`config.mk`:
```
export PLATFORM = sky130hd
export DESIGN_NAME = delayed_linear_fade_gain_core
export DESIGN_NICKNAME = d
export VERILOG_FILES = /design/src/rtl/dlfg_pkg.sv /design/src/rtl/delayed_linear_fade_gain_core.sv /design/src/rtl/dlfg_ctrl.sv /design/src/rtl/dlfg_gain.sv
export SDC_FILE = /design/constraint.sdc
export NUM_CORES = 1
export LEC_CHECK = 0
export ABC_CLOCK_PERIOD_IN_PS = 11700
export BUFFER_PORTS_ARGS = -buffer_cell sky130_fd_sc_hd__buf_2
export CELL_PAD_IN_SITES_DETAIL_PLACEMENT = 0
export CELL_PAD_IN_SITES_GLOBAL_PLACEMENT = 2
export CORE_AREA = 4 4 230 254
export DETAILED_ROUTE_END_ITERATION = 10
export DIE_AREA = 0 0 234 258
export GPL_ROUTABILITY_DRIVEN = 0
export GPL_TIMING_DRIVEN = 0
export PLACE_DENSITY = 0.87
export SYNTH_ARGS = -nofsm -noshare
export SYNTH_HDL_FRONTEND = slang
export SYNTH_SLANG_ARGS = --single-unit
```
`constraint.sdc`:
```
create_clock -name clk -period 11.7 [get_ports clk]
set_input_delay 1.755 -clock clk [delete_from_list [all_inputs] [get_ports clk]]
set_output_delay 1.755 -clock clk [all_outputs]
set_load 0.03 [all_outputs]
```
`src/rtl/dlfg_pkg.sv`:
```
// Shared types and constants for the delayed linear fade gain core.
// Used by dlfg_ctrl, dlfg_gain and delayed_linear_fade_gain_core.
package dlfg_pkg;

  localparam int BLOCK_SAMPLES = 128;
  localparam int IDX_W = (BLOCK_SAMPLES > 1) ? $clog2(BLOCK_SAMPLES) : 1;
  localparam logic [IDX_W-1:0] IDX_LAST = IDX_W'(BLOCK_SAMPLES - 1);

  localparam int POS_W    = 32;
  localparam int DELAY_W  = 31;
  localparam int SAMPLE_W = 16;
  localparam int GAIN_W   = 16;
  localparam int CMD_W    = 2;

  localparam logic [DELAY_W-1:0] DELAY_STEP = DELAY_W'(BLOCK_SAMPLES);

  localparam logic [POS_W-1:0] POS_FULL     = 32'hFFFF_FFFF;
  localparam logic [POS_W-1:0] POS_ZERO     = 32'h0000_0000;
  localparam logic [POS_W-1:0] POS_IN_START = 32'h0000_0001;
  localparam logic [POS_W-1:0] POS_OUT_START = 32'hFFFF_FFFE;
  localparam logic [POS_W-1:0] RATE_RESET   = 32'h0001_0000;

  // Command codes
  localparam logic [CMD_W-1:0] CMD_SAMPLE   = 2'd0;
  localparam logic [CMD_W-1:0] CMD_FADE_IN  = 2'd1;
  localparam logic [CMD_W-1:0] CMD_FADE_OUT = 2'd2;

  // Configuration register indexes
  localparam int CFG_ADDR_W = 1;
  localparam int CFG_DATA_W = 32;
  localparam logic [CFG_ADDR_W-1:0] CFG_FADE_RATE     = 1'b0;
  localparam logic [CFG_ADDR_W-1:0] CFG_DELAY_SAMPLES = 1'b1;

  typedef enum logic [1:0] {
    MODE_PASS   = 2'd0,
    MODE_SILENT = 2'd1,
    MODE_FADE   = 2'd2
  } mode_t;

  // Word handed from the control stage to the gain stage
  typedef struct packed {
    mode_t                      mode;
    logic [GAIN_W-1:0]          gain;
    logic signed [SAMPLE_W-1:0] sample;
    logic                       active;
  } stage_t;

endpackage

```
`src/rtl/delayed_linear_fade_gain_core.sv`:
```
// Top level of the delayed linear fade gain core.
// Depends on dlfg_pkg, dlfg_ctrl and dlfg_gain.
//
// Takes one word per cycle unless stalled, a rate set by the block/fade state update
// in the control stage: command 0 carries an audio sample and yields one result;
// commands 1 and 2 queue a fade in or fade out that takes effect at the next block
// boundary and yield nothing. A sample passes the stage register, then the result
// register behind the multiplier. Configuration writes are taken at any time but
// should be made while the core is idle.
module delayed_linear_fade_gain_core (
  input  logic                                 clk,
  input  logic                                 rst_n,
  input  logic                                 in_valid,
  output logic                                 in_stall,
  input  logic [dlfg_pkg::CMD_W-1:0]           in_command,
  input  logic signed [dlfg_pkg::SAMPLE_W-1:0] in_sample_in,
  output logic                                 out_valid,
  input  logic                                 out_stall,
  output logic signed [dlfg_pkg::SAMPLE_W-1:0] out_sample_out,
  output logic                                 out_fade_active,
  input  logic                                 cfg_we,
  input  logic [dlfg_pkg::CFG_ADDR_W-1:0]      cfg_index,
  input  logic [dlfg_pkg::CFG_DATA_W-1:0]      cfg_data
);
  import dlfg_pkg::*;

  logic   down_ready;
  logic   s1_valid;
  stage_t s1_word;

  dlfg_ctrl u_ctrl (
    .clk          (clk),
    .rst_n        (rst_n),
    .in_valid     (in_valid),
    .in_stall     (in_stall),
    .in_command   (in_command),
    .in_sample_in (in_sample_in),
    .cfg_we       (cfg_we),
    .cfg_index    (cfg_index),
    .cfg_data     (cfg_data),
    .down_ready   (down_ready),
    .s1_valid     (s1_valid),
    .s1_word      (s1_word)
  );

  dlfg_gain u_gain (
    .clk             (clk),
    .rst_n           (rst_n),
    .s1_valid        (s1_valid),
    .s1_word         (s1_word),
    .down_ready      (down_ready),
    .out_valid       (out_valid),
    .out_stall       (out_stall),
    .out_sample_out  (out_sample_out),
    .out_fade_active (out_fade_active)
  );

endmodule

```
`src/rtl/dlfg_ctrl.sv`:
```
// Control stage: configuration registers, block/delay/fade state and the stage register.
// Depends on dlfg_pkg.
module dlfg_ctrl (
  input  logic                               clk,
  input  logic                               rst_n,
  input  logic                               in_valid,
  output logic                               in_stall,
  input  logic [dlfg_pkg::CMD_W-1:0]         in_command,
  input  logic signed [dlfg_pkg::SAMPLE_W-1:0] in_sample_in,
  input  logic                               cfg_we,
  input  logic [dlfg_pkg::CFG_ADDR_W-1:0]    cfg_index,
  input  logic [dlfg_pkg::CFG_DATA_W-1:0]    cfg_data,
  input  logic                               down_ready,
  output logic                               s1_valid,
  output dlfg_pkg::stage_t                   s1_word
);
  import dlfg_pkg::*;

  logic [POS_W-1:0]   fade_rate_r;
  logic [DELAY_W-1:0] delay_samples_r;

  logic [POS_W-1:0]   pos_r, pos_nxt;
  logic               fade_up_r, fade_up_nxt;
  logic               target_up_r, target_up_nxt;
  logic [DELAY_W-1:0] delay_r, delay_nxt;
  logic [IDX_W-1:0]   idx_r, idx_nxt;
  mode_t              mode_r, mode_nxt;
  logic [CMD_W-1:0]   pend_r, pend_nxt;
  logic               active_r, active_nxt;

  logic   s1_valid_r, s1_valid_nxt;
  stage_t s1_r, s1_nxt;

  logic in_acc;
  logic load;

  assign in_stall = s1_valid_r && !down_ready;
  assign in_acc   = in_valid && !in_stall;
  assign load     = in_acc && (in_command == CMD_SAMPLE);

  always_comb begin
    pos_nxt       = pos_r;
    fade_up_nxt   = fade_up_r;
    target_up_nxt = target_up_r;
    delay_nxt     = delay_r;
    idx_nxt       = idx_r;
    mode_nxt      = mode_r;
    pend_nxt      = pend_r;
    active_nxt    = active_r;
    s1_nxt        = s1_r;

    if (in_acc && (in_command == CMD_FADE_IN || in_command == CMD_FADE_OUT)) begin
      pend_nxt = in_command;
    end else if (load) begin
      if (idx_r == '0) begin
        // Arm a pending start on the first word of the block
        if (pend_r != CMD_SAMPLE) begin
          target_up_nxt = (pend_r == CMD_FADE_IN);
          delay_nxt     = delay_samples_r;
          active_nxt    = 1'b1;
          pend_nxt      = CMD_SAMPLE;
          if (delay_samples_r == '0) begin
            fade_up_nxt = target_up_nxt;
            pos_nxt     = target_up_nxt ? POS_IN_START : POS_OUT_START;
          end
        end
        if (delay_nxt != '0) begin
          mode_nxt  = (pos_nxt == POS_FULL) ? MODE_PASS : MODE_SILENT;
          delay_nxt = (delay_nxt > DELAY_STEP) ? delay_nxt - DELAY_STEP : '0;
          if (delay_nxt == '0) begin
            fade_up_nxt = target_up_nxt;
            pos_nxt     = target_up_nxt ? POS_IN_START : POS_OUT_START;
          end
        end else if (pos_nxt == POS_ZERO) begin
          mode_nxt   = MODE_SILENT;
          active_nxt = 1'b0;
        end else if (pos_nxt == POS_FULL) begin
          mode_nxt   = MODE_PASS;
          active_nxt = 1'b0;
        end else begin
          mode_nxt = MODE_FADE;
        end
      end

      s1_nxt.mode   = mode_nxt;
      s1_nxt.gain   = pos_nxt[POS_W-1 -: GAIN_W];
      s1_nxt.sample = in_sample_in;
      s1_nxt.active = active_nxt;

      // Ramp the position after the gain is taken, saturating at either end
      if (mode_nxt == MODE_FADE) begin
        if (fade_up_nxt) begin
          pos_nxt = (fade_rate_r < ~pos_nxt) ? pos_nxt + fade_rate_r : POS_FULL;
        end else begin
          pos_nxt = (fade_rate_r < pos_nxt) ? pos_nxt - fade_rate_r : POS_ZERO;
        end
      end

      idx_nxt = (idx_r == IDX_LAST) ? '0 : idx_r + 1'b1;
    end
  end

  always_comb begin
    if (load) begin
      s1_valid_nxt = 1'b1;
    end else if (down_ready) begin
      s1_valid_nxt = 1'b0;
    end else begin
      s1_valid_nxt = s1_valid_r;
    end
  end

  always_ff @(posedge clk) begin
    if (!rst_n) begin
      fade_rate_r     <= RATE_RESET;
      delay_samples_r <= '0;
      pos_r           <= POS_FULL;
      fade_up_r       <= 1'b0;
      target_up_r     <= 1'b0;
      delay_r         <= '0;
      idx_r           <= '0;
      mode_r          <= MODE_PASS;
      pend_r          <= CMD_SAMPLE;
      active_r        <= 1'b0;
      s1_valid_r      <= 1'b0;
    end else begin
      if (cfg_we) begin
        case (cfg_index)
          CFG_FADE_RATE:     fade_rate_r     <= cfg_data;
          CFG_DELAY_SAMPLES: delay_samples_r <= cfg_data[DELAY_W-1:0];
          default: ;
        endcase
      end
      pos_r       <= pos_nxt;
      fade_up_r   <= fade_up_nxt;
      target_up_r <= target_up_nxt;
      delay_r     <= delay_nxt;
      idx_r       <= idx_nxt;
      mode_r      <= mode_nxt;
      pend_r      <= pend_nxt;
      active_r    <= active_nxt;
      s1_valid_r  <= s1_valid_nxt;
    end
  end

  always_ff @(posedge clk) begin
    s1_r <= s1_nxt;
  end

  assign s1_valid = s1_valid_r;
  assign s1_word  = s1_r;

  a_delay_implies_active: assert property (@(posedge clk) disable iff (!rst_n)
    (delay_r != '0) |-> active_r)
    else $error("delay pending while fade inactive");

  a_fade_word_active: assert property (@(posedge clk) disable iff (!rst_n)
    (s1_valid_r && s1_r.mode == MODE_FADE) |-> s1_r.active)
    else $error("fading word without active flag");

  a_stage_hold: assert property (@(posedge clk) disable iff (!rst_n)
    (s1_valid_r && !down_ready) |=> (s1_valid_r && $stable(s1_r)))
    else $error("stage word lost under stall");

endmodule

```
`src/rtl/dlfg_gain.sv`:
```
// Gain stage: applies the gain to the staged word and holds the result register.
// Depends on dlfg_pkg.
module dlfg_gain (
  input  logic                                 clk,
  input  logic                                 rst_n,
  input  logic                                 s1_valid,
  input  dlfg_pkg::stage_t                     s1_word,
  output logic                                 down_ready,
  output logic                                 out_valid,
  input  logic                                 out_stall,
  output logic signed [dlfg_pkg::SAMPLE_W-1:0] out_sample_out,
  output logic                                 out_fade_active
);
  import dlfg_pkg::*;

  logic                       out_valid_r;
  logic signed [SAMPLE_W-1:0] sample_r, sample_nxt;
  logic                       active_r;
  logic signed [SAMPLE_W+GAIN_W:0] prod;

  assign down_ready = !out_valid_r || !out_stall;

  assign prod = (SAMPLE_W+GAIN_W+1)'(s1_word.sample) *
                (SAMPLE_W+GAIN_W+1)'($signed({1'b0, s1_word.gain}));

  always_comb begin
    case (s1_word.mode)
      MODE_SILENT: sample_nxt = '0;
      MODE_PASS:   sample_nxt = s1_word.sample;
      MODE_FADE:   sample_nxt = prod[SAMPLE_W+GAIN_W-1 -: SAMPLE_W];
      default:     sample_nxt = s1_word.sample;
    endcase
  end

  always_ff @(posedge clk) begin
    if (!rst_n) begin
      out_valid_r <= 1'b0;
    end else if (down_ready) begin
      out_valid_r <= s1_valid;
    end
  end

  always_ff @(posedge clk) begin
    if (down_ready && s1_valid) begin
      sample_r <= sample_nxt;
      active_r <= s1_word.active;
    end
  end

  assign out_valid       = out_valid_r;
  assign out_sample_out  = sample_r;
  assign out_fade_active = active_r;

  a_silent_zero: assert property (@(posedge clk) disable iff (!rst_n)
    (s1_valid && down_ready && s1_word.mode == MODE_SILENT) |=> (out_sample_out == '0))
    else $error("silent word produced nonzero sample");

  a_pass_exact: assert property (@(posedge clk) disable iff (!rst_n)
    (s1_valid && down_ready && s1_word.mode == MODE_PASS)
      |=> (out_sample_out == $past(s1_word.sample)))
    else $error("pass-through word altered");

endmodule
```
# Word level (Yosys, flattened, before mapping)
# Index checks and enable logic that the tools add are counted.
dict set report totals {
  regBits 194
  inputBits 56
  word_cells 117
  output_inout_bits 19
}
dict set report classes {
  addsub 4
  order_cmp 3
  eq_ne 8
  mul 1
  bitwise_logic 3
  n_mux 53
  n_reduce_logical 27
}
# op count
set ops {}
lappend ops {{2-to-1 mux 32 bit} 16}
lappend ops {{2-to-1 mux 31 bit} 6}
lappend ops {{< comparator 32 bit} 2}
lappend ops {{zero test 31 bit} 2}
lappend ops {{adder 32 bit} 1}
lappend ops {{== test 32 bit (second input constant)} 1}
lappend ops {{zero test 32 bit} 1}
lappend ops {{multiplier 16 x 17 -> 32 bit} 1}
lappend ops {{inverter 32 bit} 1}
lappend ops {{one-hot mux 16 bit (2 select lines)} 1}
lappend ops {{subtractor 32 bit} 1}
lappend ops {{greater-than comparator 31 x 8 -> 1 bit (second input constant)} 1}
lappend ops {{nonzero test 31 bit} 1}
lappend ops {{subtractor 31 x 8 -> 31 bit (second input constant)} 1}
lappend ops {{2-to-1 mux 2 bit} 10}
lappend ops {{2-to-1 mux 1 bit} 19}
lappend ops {{nonzero test 2 bit} 5}
lappend ops {{adder 7 x 1 -> 7 bit (second input constant)} 1}
lappend ops {{== test 7 bit (second input constant)} 1}
lappend ops {{zero test 7 bit} 1}
lappend ops {{2-to-1 mux 7 bit} 1}
lappend ops {{== test 2 x 1 -> 1 bit (second input constant)} 3}
lappend ops {{== test 2 bit (second input constant)} 3}
lappend ops {{AND reduction 2 bit} 3}
lappend ops {{6 further kinds} 16}

# Longest topological paths before layout
# Gate-level depths: netlist (run 1).
dict set report depth {
  ltp_word 22
  ltp_mapped 37
  ltp_nobuf 29
}

# By module
# A second synthesis (run 1) with hierarchy kept.
dict set report unflattened {
  cells_unflattened 2795
  hier_area_um2 22656.7
}
# module instances area_each_um2 seq_area_each_um2 cells_each
set modules_own_cells {}
lappend modules_own_cells {dlfg_ctrl 1 13020.0 3873.7 1700}
lappend modules_own_cells {dlfg_gain 1 9636.7 530.5 1095}

# Worst setup path before layout (run 1)
# No wires, ideal clock.
dict set report synth_path {
  path_type {register to register}
  startpoint {register u_ctrl.pend_r[1]}
  endpoint {register u_ctrl.pos_r[30]}
  n_path_buf 9
  path_stages_with_launch 35
  setup_ns 0.086
  arrival_ns 8.667
  setup_slack_ns 2.947
  synth_period_minus_slack_ns 8.753
  required_time_ns 11.614
  path_cell_list {dfxtp_1 buf_6 clkbuf_1 nor2_2 buf_2 buf_1 clkbuf_1 mux2i_1 ha_1 clkbuf_2 nor3b_1 nand4_1 a2111oi_4 nand4_1 xnor2_1 nand2_1 o41a_1 a21oi_1 clkbuf_1 buf_1 buf_2 o21a_1 ha_1 or4_1 nor3_1 nand2_1 a211o_1 a41oi_1 a2111oi_0 nor3_1 a311oi_1 o31ai_1 xnor2_1 nor3_1 a211oi_1}
}
dict set report synth_between {
  elab_chain_cells 18
  elab_cells_between_ends 53
  cone_classes {add/sub (3); order compare (3); eq/ne (3); mux (39); bitwise (1); reduce/logical (4)}
}
# item line_no
set synth_lines {}
lappend synth_lines {{from (decl)} dlfg_ctrl.sv:28} ;# logic [CMD_W-1:0] pend_r, pend_nxt;
lappend synth_lines {{from (signal assigned)} dlfg_ctrl.sv:140} ;# pend_r <= pend_nxt;
lappend synth_lines {{nonzero test 2 bit} dlfg_ctrl.sv:57} ;# if (pend_r != CMD_SAMPLE) begin
lappend synth_lines {{2-to-1 mux 31 bit} dlfg_ctrl.sv:57}
lappend synth_lines {{2-to-1 mux 31 bit} dlfg_ctrl.sv:55} ;# if (idx_r == '0) begin
lappend synth_lines {{2-to-1 mux 31 bit} dlfg_ctrl.sv:54} ;# end else if (load) begin
lappend synth_lines {{2-to-1 mux 31 bit} dlfg_ctrl.sv:52} ;# if (in_acc && (in_command == CMD_FADE_IN || in_command == CMD_FADE_OUT)) begin
lappend synth_lines {{subtractor 31 x 8 -> 31 bit or greater-than comparator 31 x 8 -> 1 bit (tied branches)} dlfg_ctrl.sv:69} ;# delay_nxt = (delay_nxt > DELAY_STEP) ? delay_nxt - DELAY_STEP : '0;
lappend synth_lines {{2-to-1 mux 31 bit} dlfg_ctrl.sv:69}
lappend synth_lines {{zero test 31 bit} dlfg_ctrl.sv:70} ;# if (delay_nxt == '0) begin
lappend synth_lines {{[2 not listed]} --}
lappend synth_lines {{2-to-1 mux 32 bit} dlfg_ctrl.sv:55}
lappend synth_lines {{2-to-1 mux 32 bit} dlfg_ctrl.sv:54}
lappend synth_lines {{2-to-1 mux 32 bit} dlfg_ctrl.sv:52}
lappend synth_lines {{inverter 32 bit} dlfg_ctrl.sv:93} ;# pos_nxt = (fade_rate_r < ~pos_nxt) ? pos_nxt + fade_rate_r : POS_FULL;
lappend synth_lines {{< comparator 32 bit} dlfg_ctrl.sv:93}
lappend synth_lines {{2-to-1 mux 32 bit} dlfg_ctrl.sv:93}
lappend synth_lines {{2-to-1 mux 32 bit} dlfg_ctrl.sv:92} ;# if (fade_up_nxt) begin
lappend synth_lines {{2-to-1 mux 32 bit *} dlfg_ctrl.sv:91} ;# if (mode_nxt == MODE_FADE) begin
lappend synth_lines {{to (signal assigned)} dlfg_ctrl.sv:134} ;# pos_r <= pos_nxt;
lappend synth_lines {{to (decl)} dlfg_ctrl.sv:22} ;# logic [POS_W-1:0] pos_r, pos_nxt;
# Mark *: on every way between the ends. The rest lies on a longest branch, timed or not. The select of a mux whose other input is x is not followed.
# A chain may end at the register's enable or synchronous reset.

# Final worst setup path (run 1)
dict set report layout_path {
  startpoint {register u_ctrl.pend_r[0]}
  endpoint {register u_ctrl.pos_r[30]}
}
# Same word-level chain as after synthesis.

==> metrics.md, run 1 <==
| Metric | Value |
|---|---|
| First-pass GRT wire length | `112,000 µm` |
| Vias | `19.1k` |
| CP max stage delay | `630 ps` |
| Post-DR vias/cell | `5.60` |
| Netlist Area Pre-Place | `21,000 µm²` |
| DR WL/cell | `21.2 µm` |
| Arrival time worst endpoint | `11,460 ps` |
| Post-CTS Setup Bufs | `0` |
| Drt pass-1 iters | `6` |
| Starting density of the core | `0.376` |
| Core ar. | `55,900 µm²` |
| Most frequent cells in the layout | `nand2_1 (379), inv_1 (325), fa_1 (195), a21oi_1 (193), ha_1 (184)` |
| Antenna Nets Post-Route | `0` |
| Worst vdd ir | `0.156 mV` |
| Crit path capture type | `register` |
| HPWL after detailed placement | `58,000 µm` |
| Share of the clock period used by the worst path | `0.949` |
| Status | `completed` |
| Worst Slack Setup Final | `598 ps` |
| Number of flops mapped to enable cells by yosys | `52` |
| Synth warn | `0` |
| Number of port buffers | `74` |
| Pwr/cell area | `172 nW/µm²` |
| Yosys reg bits | `194` |
| Share of layout cells above drive strength 1 | `0.0595` |
| RSZ-0062 raised after global routing | `no` |
| Hold_buf cts | `0` |
| Die height | `258 µm` |
| Asr flop ratio synth | `0` |
| Initial drt markers | `1,322` |
| Area of the multi-input gates | `14,900 µm²` |
| CP max stage cell | `a2111oi_4` |
| Wirelength, routed | `72,400 µm` |
| Leak Pwr | `0.0100 µW` |
| Synth Net Count | `3,002` |
| Worst min path class | `register to register` |
| Max Cap Violations | `0` |
| Setup Skew | `19.2 ps` |
| # DRC | `0` |
| Setup-failing EPs final | `0` |
| Power Total | `3960 µW` |
| Clk_lat worst skew | `510 ps` |
| CTS root buf | `clkbuf_16` |
| Overall global routing resource usage | `0.242` |
| Gr ovfl total | `0` |
| Crit Path Class | `register to register` |
| Final Hold Viols | `0` |
| Setup_tns | `0 ps` |
| Commonest non-fill, non-tap cell in the layout | `nand2_1` |
| Slew Limit Fails | `0` |
| Vias in the first global route | `19.4k` |
| Most used flip-flop cell after synthesis | `dfxtp_1` |
| Critical path required time | `12,060 ps` |
| FP Rows | `91` |
| Fin Hold WS | `463 ps` |
| H-tree depth | `4` |
| CTS clock-pin slew for the worst setup and hold paths | `90 ps` |
| Worst-Margin Slew | `1050 ps` |
| Nets | `3,096` |
| Largest cells by area after synthesis | `fa_1 (19%), dfxtp_1 (14%), ha_1 (11%), edfxtp_1 (7.4%), nand2_1 (6.8%)` |
| CTS buffer count | `17` |
| CTS tree | `done` |
| Synthesis-to-finish area growth | `9.53%` |
| Cells after synthesis | `2,567` |
| Die ar. | `60,400 µm²` |
| FF+latch area | `4400 µm²` |
| Synth unique cells | `85` |
| Post-place setup slack | `-1060 ps` |
| # IOs | `75` |
| CP Launch Type | `register` |
| Die width | `234 µm` |
| Fillers | `5,710` |
| Rel. slew slack | `0.293` |
| Clock Tree Buf Depth | `2` |
| # clock sinks | `194` |
| Crit-path max FO | `19` |
| Average size of a mapped cell | `8.19 µm²` |
| Cell taking the most area after synthesis | `fa_1` |
| FMAX | `0.0901 GHz` |
| Largest net degree at the start of global routing | `35` |
| Initial antenna violation count | `1` |
| Final min period | `11,100 ps` |
| Area share of the largest cell type after synthesis | `0.186` |
| Seq/Total Area, Yosys | `0.209` |
-- Yosys cell counts, types with 35 or more instances --
| cell | number |
|---|---|
| nand2_1 | 379 |
| inv_1 | 325 |
| fa_1 | 195 |
| a21oi_1 | 194 |
| ha_1 | 184 |
| dfxtp_1 | 142 |
| nor2_1 | 130 |
| clkbuf_1 | 118 |
| and2_1 | 104 |
| o21ai_0 | 75 |
| edfxtp_1 | 52 |
| nand3_1 | 52 |
| nor4_1 | 51 |
| o21a_1 | 41 |
| nor3_1 | 39 |
| a21o_1 | 35 |
| xnor2_1 | 35 |
-- what timing repair did --
action | 4_1_cts | 5_1_grt
gates resized for setup | 6 | 4
cloned | 0 | 0
hold endpoints to repair | 0 | 0
endpoints found under the setup margin | 30 | 22
-- routing by layer --
layer | global-route usage | vias to the layer above | share of wire
li1 | - | 8883 | -
met1 | 0.295 | 9359 | 0.40
met2 | 0.411 | 713 | 0.48
met3 | 0.0429 | 175 | 0.064
met4 | 0.112 | 0 | 0.053
met5 | 0 | - | 0
-- registers in the layout, summed over array words and instances (netlist names) --
| register | cells |
|---|---|
| u_ctrl.active_r | 1 |
| u_ctrl.delay_r | 31 |
| u_ctrl.delay_samples_r | 31 |
| u_ctrl.fade_rate_r | 32 |
| u_ctrl.fade_up_r | 1 |
| u_ctrl.idx_r | 7 |
| u_ctrl.mode_r | 2 |
| u_ctrl.pend_r | 2 |
| u_ctrl.pos_r | 32 |
| u_ctrl.s1_valid | 1 |
| u_ctrl.s1_word | 35 |
| u_ctrl.target_up_r | 1 |
| u_gain.out_fade_active | 1 |
| u_gain.out_sample_out | 16 |
| u_gain.out_valid | 1 |
-- critical path, delay by kind of cell (launching register included) --
kind / cells / cell delay, ps
compound gates: 10 / 3580
simple gates: 10 / 3150
buf+inv: 8 / 2730
fa+ha+maj: 2 / 490
xor+xnor: 2 / 370
flops: 1 / 320
mux: 1 / 240
-- final timing paths --
| path | startpoint | to | slack [ps] | cells past startpoint |
|---|---|---|---|---|
| setup / recovery | u_ctrl.pend_r[0] | u_ctrl.pos_r[30] | 600 | 33 |
| hold / removal | u_ctrl.delay_r[7] | u_ctrl.delay_r[7] | 460 | 2 |
| hold reg to reg | u_ctrl.delay_r[7] | u_ctrl.delay_r[7] | 460 | 2 |
| setup reg to reg | u_ctrl.pend_r[0] | u_ctrl.pos_r[30] | 600 | 33 |
-- power by group --
part           switching, µW  total (µW)  internal [µW]
clock                    317         639            323
combinational           1540        2550           1010
sequential              37.4         765            727
-- metrics by stage --
stage	utilization	instances	instance area [µm²]
after floorplan	-	2567	21000
after global routing	0.412	3418	23000
after CTS	0.412	3418	23000
after detailed placement	0.400	3387	22400
final	0.412	3419	23000
after global placement	0.399	3385	22300
-- logic make-up (layout without fill, tap and decap cells) --
logic type / after synthesis / count (layout) / share of synthesized area
xor+xnor: 61 / 61 / 0.0254
buf+inv: 471 / 578 / 0.0854
fa+ha+maj: 379 / 379 / 0.295
compound gates: 555 / 555 / 0.174
mux: 22 / 22 / 0.0106
other cells: 0 / 1 / 0
flops: 194 / 194 / 0.209
simple gates: 885 / 885 / 0.200
-- cell type report --
cell class,instances,area share
multi-input cells,1902,0.645
diodes,1,0.000109
clock inverters,13,0.00706
plain buffers,145,0.0252
clock buffers,19,0.0202
repair buffers,76,0.0176
inverters,325,0.0530
well taps,744,0.0404
flip-flops and latches,194,0.191
Power figures use the tool's default switching activity.
==> run 2, diff against run 1 <==
--- a/config.mk
+++ b/config.mk
@@ -5,16 +5,17 @@
 export SDC_FILE = /design/constraint.sdc
 export NUM_CORES = 1
 export LEC_CHECK = 0
-export ABC_CLOCK_PERIOD_IN_PS = 11700
+export ABC_AREA = 1
+export ABC_CLOCK_PERIOD_IN_PS = 11200
 export BUFFER_PORTS_ARGS = -buffer_cell sky130_fd_sc_hd__buf_2
 export CELL_PAD_IN_SITES_DETAIL_PLACEMENT = 0
 export CELL_PAD_IN_SITES_GLOBAL_PLACEMENT = 2
-export CORE_AREA = 4 4 230 254
+export CORE_AREA = 4 4 243 268
 export DETAILED_ROUTE_END_ITERATION = 10
-export DIE_AREA = 0 0 234 258
+export DIE_AREA = 0 0 247 272
 export GPL_ROUTABILITY_DRIVEN = 0
 export GPL_TIMING_DRIVEN = 0
-export PLACE_DENSITY = 0.87
+export PLACE_DENSITY = 0.9
 export SYNTH_ARGS = -nofsm -noshare
 export SYNTH_HDL_FRONTEND = slang
 export SYNTH_SLANG_ARGS = --single-unit
==> constraint.sdc (replaced) <==
create_clock -name clk -period 11.2 [get_ports clk]
set_input_delay 1.68 -clock clk [delete_from_list [all_inputs] [get_ports clk]]
set_output_delay 1.68 -clock clk [all_outputs]
set_load 0.03 [all_outputs]
==> metrics.md, run 2 <==
| Metric | Value |
|---|---|
| Status | `completed (unchanged)` |
| Share of layout cells above drive strength 1 | `0.0470 (was 0.0595)` |
| CTS root buf | `clkbuf_16 (unchanged)` |
| CP max stage cell | `dfxtp_1 (was a2111oi_4)` |
| Area share of the largest cell type after synthesis | `0.171 (was 0.186)` |
| DR WL/cell | `19.2 µm (was 21.2 µm)` |
| Hold_buf cts | `0 (unchanged)` |
| Worst min path class | `register to register (unchanged)` |
| Most frequent cells in the layout | `nand2_1 (901), inv_1 (622), a21oi_1 (266), nor2_1 (249), nand3_1 (208) (was nand2_1 (379), inv_1 (325), fa_1 (195), a21oi_1 (193), ha_1 (184))` |
| Commonest non-fill, non-tap cell in the layout | `nand2_1 (unchanged)` |
| Final Hold Viols | `0 (unchanged)` |
| Clk_lat worst skew | `520 ps (was 510 ps)` |
| Most used flip-flop cell after synthesis | `dfxtp_1 (unchanged)` |
| Synth warn | `0 (unchanged)` |
| Yosys reg bits | `194 (unchanged)` |
| Max FFs per register | `35 (unchanged)` |
| Vias in the first global route | `22.1k (was 19.4k)` |
| Wirelength, routed | `83,500 µm (was 72,400 µm)` |
| RSZ-0062 raised after global routing | `no (unchanged)` |
| Asr flop ratio synth | `0 (unchanged)` |
| Core ar. | `62,300 µm² (was 55,900 µm²)` |
| Average size of a mapped cell | `6.73 µm² (was 8.19 µm²)` |
| Final min period | `7850 ps (was 11,100 ps)` |
| Netlist Area Pre-Place | `22,900 µm² (was 21,000 µm²)` |
| Rel. slew slack | `0.160 (was 0.293)` |
| Post-CTS Setup Bufs | `0 (unchanged)` |
| Top-count cell post-synth | `nand2_1 (unchanged)` |
| Crit Path Class | `register to register (unchanged)` |
| GR Util met3 | `0.0454 (was 0.0429)` |
| Post-DR vias/cell | `5.06 (was 5.60)` |
| Resize count post-CTS | `0 (was 6)` |
| Slew Limit Fails | `0 (unchanged)` |
| Starting density of the core | `0.367 (was 0.376)` |
| Setup_tns | `0 ps (unchanged)` |
| Max Cap Violations | `0 (unchanged)` |
| Synthesis-to-finish area growth | `9.31% (was 9.53%)` |
| Largest net degree at the start of global routing | `34 (was 35)` |
| Worst-Margin Slew | `1250 ps (was 1050 ps)` |
| FMAX | `0.127 GHz (was 0.0901 GHz)` |
| First-pass GRT wire length | `128,000 µm (was 112,000 µm)` |
| Die ar. | `67,200 µm² (was 60,400 µm²)` |
| Synth Net Count | `3,834 (was 3,002)` |
| Power Total | `3640 µW (was 3960 µW)` |
| Setup-failing EPs final | `0 (unchanged)` |
| Cell taking the most area after synthesis | `fa_1 (unchanged)` |
| Met2 Usage GRT | `0.420 (was 0.411)` |
| Cell with the most instances on the worst path | `nand2_1` |
| Setup Skew | `23.2 ps (was 19.2 ps)` |
| Initial antenna violation count | `4 (was 1)` |
| Crit-path max FO | `10 (was 19)` |
| Gr ovfl total | `0 (unchanged)` |
| H-tree depth | `4 (unchanged)` |
| Fin cells | `4,343 (was 3,419)` |
| Top cells by count, synth | `nand2_1 (901), inv_1 (622), a21oi_1 (267) (was nand2_1 (379), inv_1 (325), fa_1 (195))` |
| CP Launch Type | `register (unchanged)` |
| CP max stage delay | `550 ps (was 630 ps)` |
| HPWL after detailed placement | `68,900 µm (was 58,000 µm)` |
| Largest cells by area after synthesis | `fa_1 (17%), nand2_1 (15%), dfxtp_1 (12%), inv_1 (10%), ha_1 (10%) (was fa_1 (19%), dfxtp_1 (14%), ha_1 (11%), edfxtp_1 (7.4%), nand2_1 (6.8%))` |
| Overall global routing resource usage | `0.250 (was 0.242)` |
| CTS buffer count | `17 (unchanged)` |
| Critical path required time | `11,650 ps (was 12,060 ps)` |
| Die width | `247 µm (was 234 µm)` |
| Pwr/cell area | `146 nW/µm² (was 172 nW/µm²)` |
| CTS clock-pin slew for the worst setup and hold paths | `100 ps (was 90 ps)` |
| Initial drt markers | `1,400 (was 1,322)` |
| Number of flops mapped to enable cells by yosys | `52 (unchanged)` |
| Met1 Track Usage GR | `0.312 (was 0.295)` |
| Post-Place Cells | `4,308 (was 3,387)` |
| Crit path capture type | `register (unchanged)` |
| Share of the clock period used by the worst path | `0.701 (was 0.949)` |
| Clock Tree Buf Depth | `2 (unchanged)` |
| Number of port buffers | `73 (was 74)` |
| Die height | `272 µm (was 258 µm)` |
| FP Rows | `96 (was 91)` |
| # IOs | `75 (unchanged)` |
| Drt pass-1 iters | `7 (was 6)` |
| # DRC | `0 (unchanged)` |
| Cells after synthesis | `3,399 (was 2,567)` |
| Seq/Total Area, Yosys | `0.193 (was 0.209)` |
| CTS tree | `done (unchanged)` |
| Nets | `3,930 (was 3,096)` |
| Antenna Nets Post-Route | `0 (unchanged)` |
| Worst vdd ir | `0.130 mV (was 0.156 mV)` |
| Synth unique cells | `50 (was 85)` |
| Leak Pwr | `0.0128 µW (was 0.0100 µW)` |
| Vias | `22.0k (was 19.1k)` |
| Busiest grt layer | `met2 (unchanged)` |
| # clock sinks | `194 (unchanged)` |
| Arrival time worst endpoint | `8300 ps (was 11,460 ps)` |
## run 2: layout make-up
| type | instances | area [µm²] |
|---|---|---|
| Sequential cell | 194 | 4400 |
| Timing Repair Buffer | 77 | 413 |
| Fill cell | 6803 | 37300 |
| Tap cell | 833 | 1040 |
| Clock inverter | 15 | 233 |
| Inverter | 629 | 2360 |
| Antenna cell | 2 | 5.00 |
| Buffer | 162 | 672 |
| Multi-Input combinational cell | 2414 | 15400 |
| Clock buffer | 17 | 425 |
## run 2: power by group
part,switching [µW],leakage [µW],internal (µW)
Clock,389,0.000319,321
Sequential,21.4,0.00163,758
Combinational,1440,0.0109,709
## run 2: through the flow
stage	cell area [µm²]	hold slack (ps)	util	worst slack, ps
after floorplan	22900	400	-	5340
after global placement	24300	447	0.390	3380
after detailed placement	24300	452	0.390	3460
after CTS	25000	468	0.401	3410
after global routing	25000	506	0.401	2620
final	25000	470	0.401	3350
## run 2: final timing paths
path | from | end | slack, ps | cells past startpoint
max | u_ctrl.pend_r[1] | u_ctrl.pos_r[31] | 3350 | 41
min | u_ctrl.delay_r[10] | u_ctrl.delay_r[10] | 470 | 2
max reg2reg | u_ctrl.pend_r[1] | u_ctrl.pos_r[31] | 3350 | 41
min reg2reg | u_ctrl.delay_r[10] | u_ctrl.delay_r[10] | 470 | 2
## run 2: cell families after synthesis
| logic type | after synthesis | share of synthesized area |
|---|---|---|
| compound gates | 555 | 0.132 |
| flops | 194 | 0.193 |
| fa+ha+maj | 379 | 0.271 |
| simple gates | 1442 | 0.257 |
| xor+xnor | 38 | 0.0145 |
| buf+inv | 791 | 0.133 |
## run 2: critical path, delay by kind of cell, from the launching register on
family                   cells  cell delay (ps)
adder cells (fa/ha/maj)      2              500
buffers and inverters        9             1970
AND/OR/NAND/NOR             25             3490
AO/OA/AOI/OAI                5             1240
flip-flops                   1              550
## run 2: layer usage
metal	vias up	routed length, µm
li1	10818	-
met1	10350	35600
met2	616	39100
met3	180	4690
met4	4	4140
met5	-	23
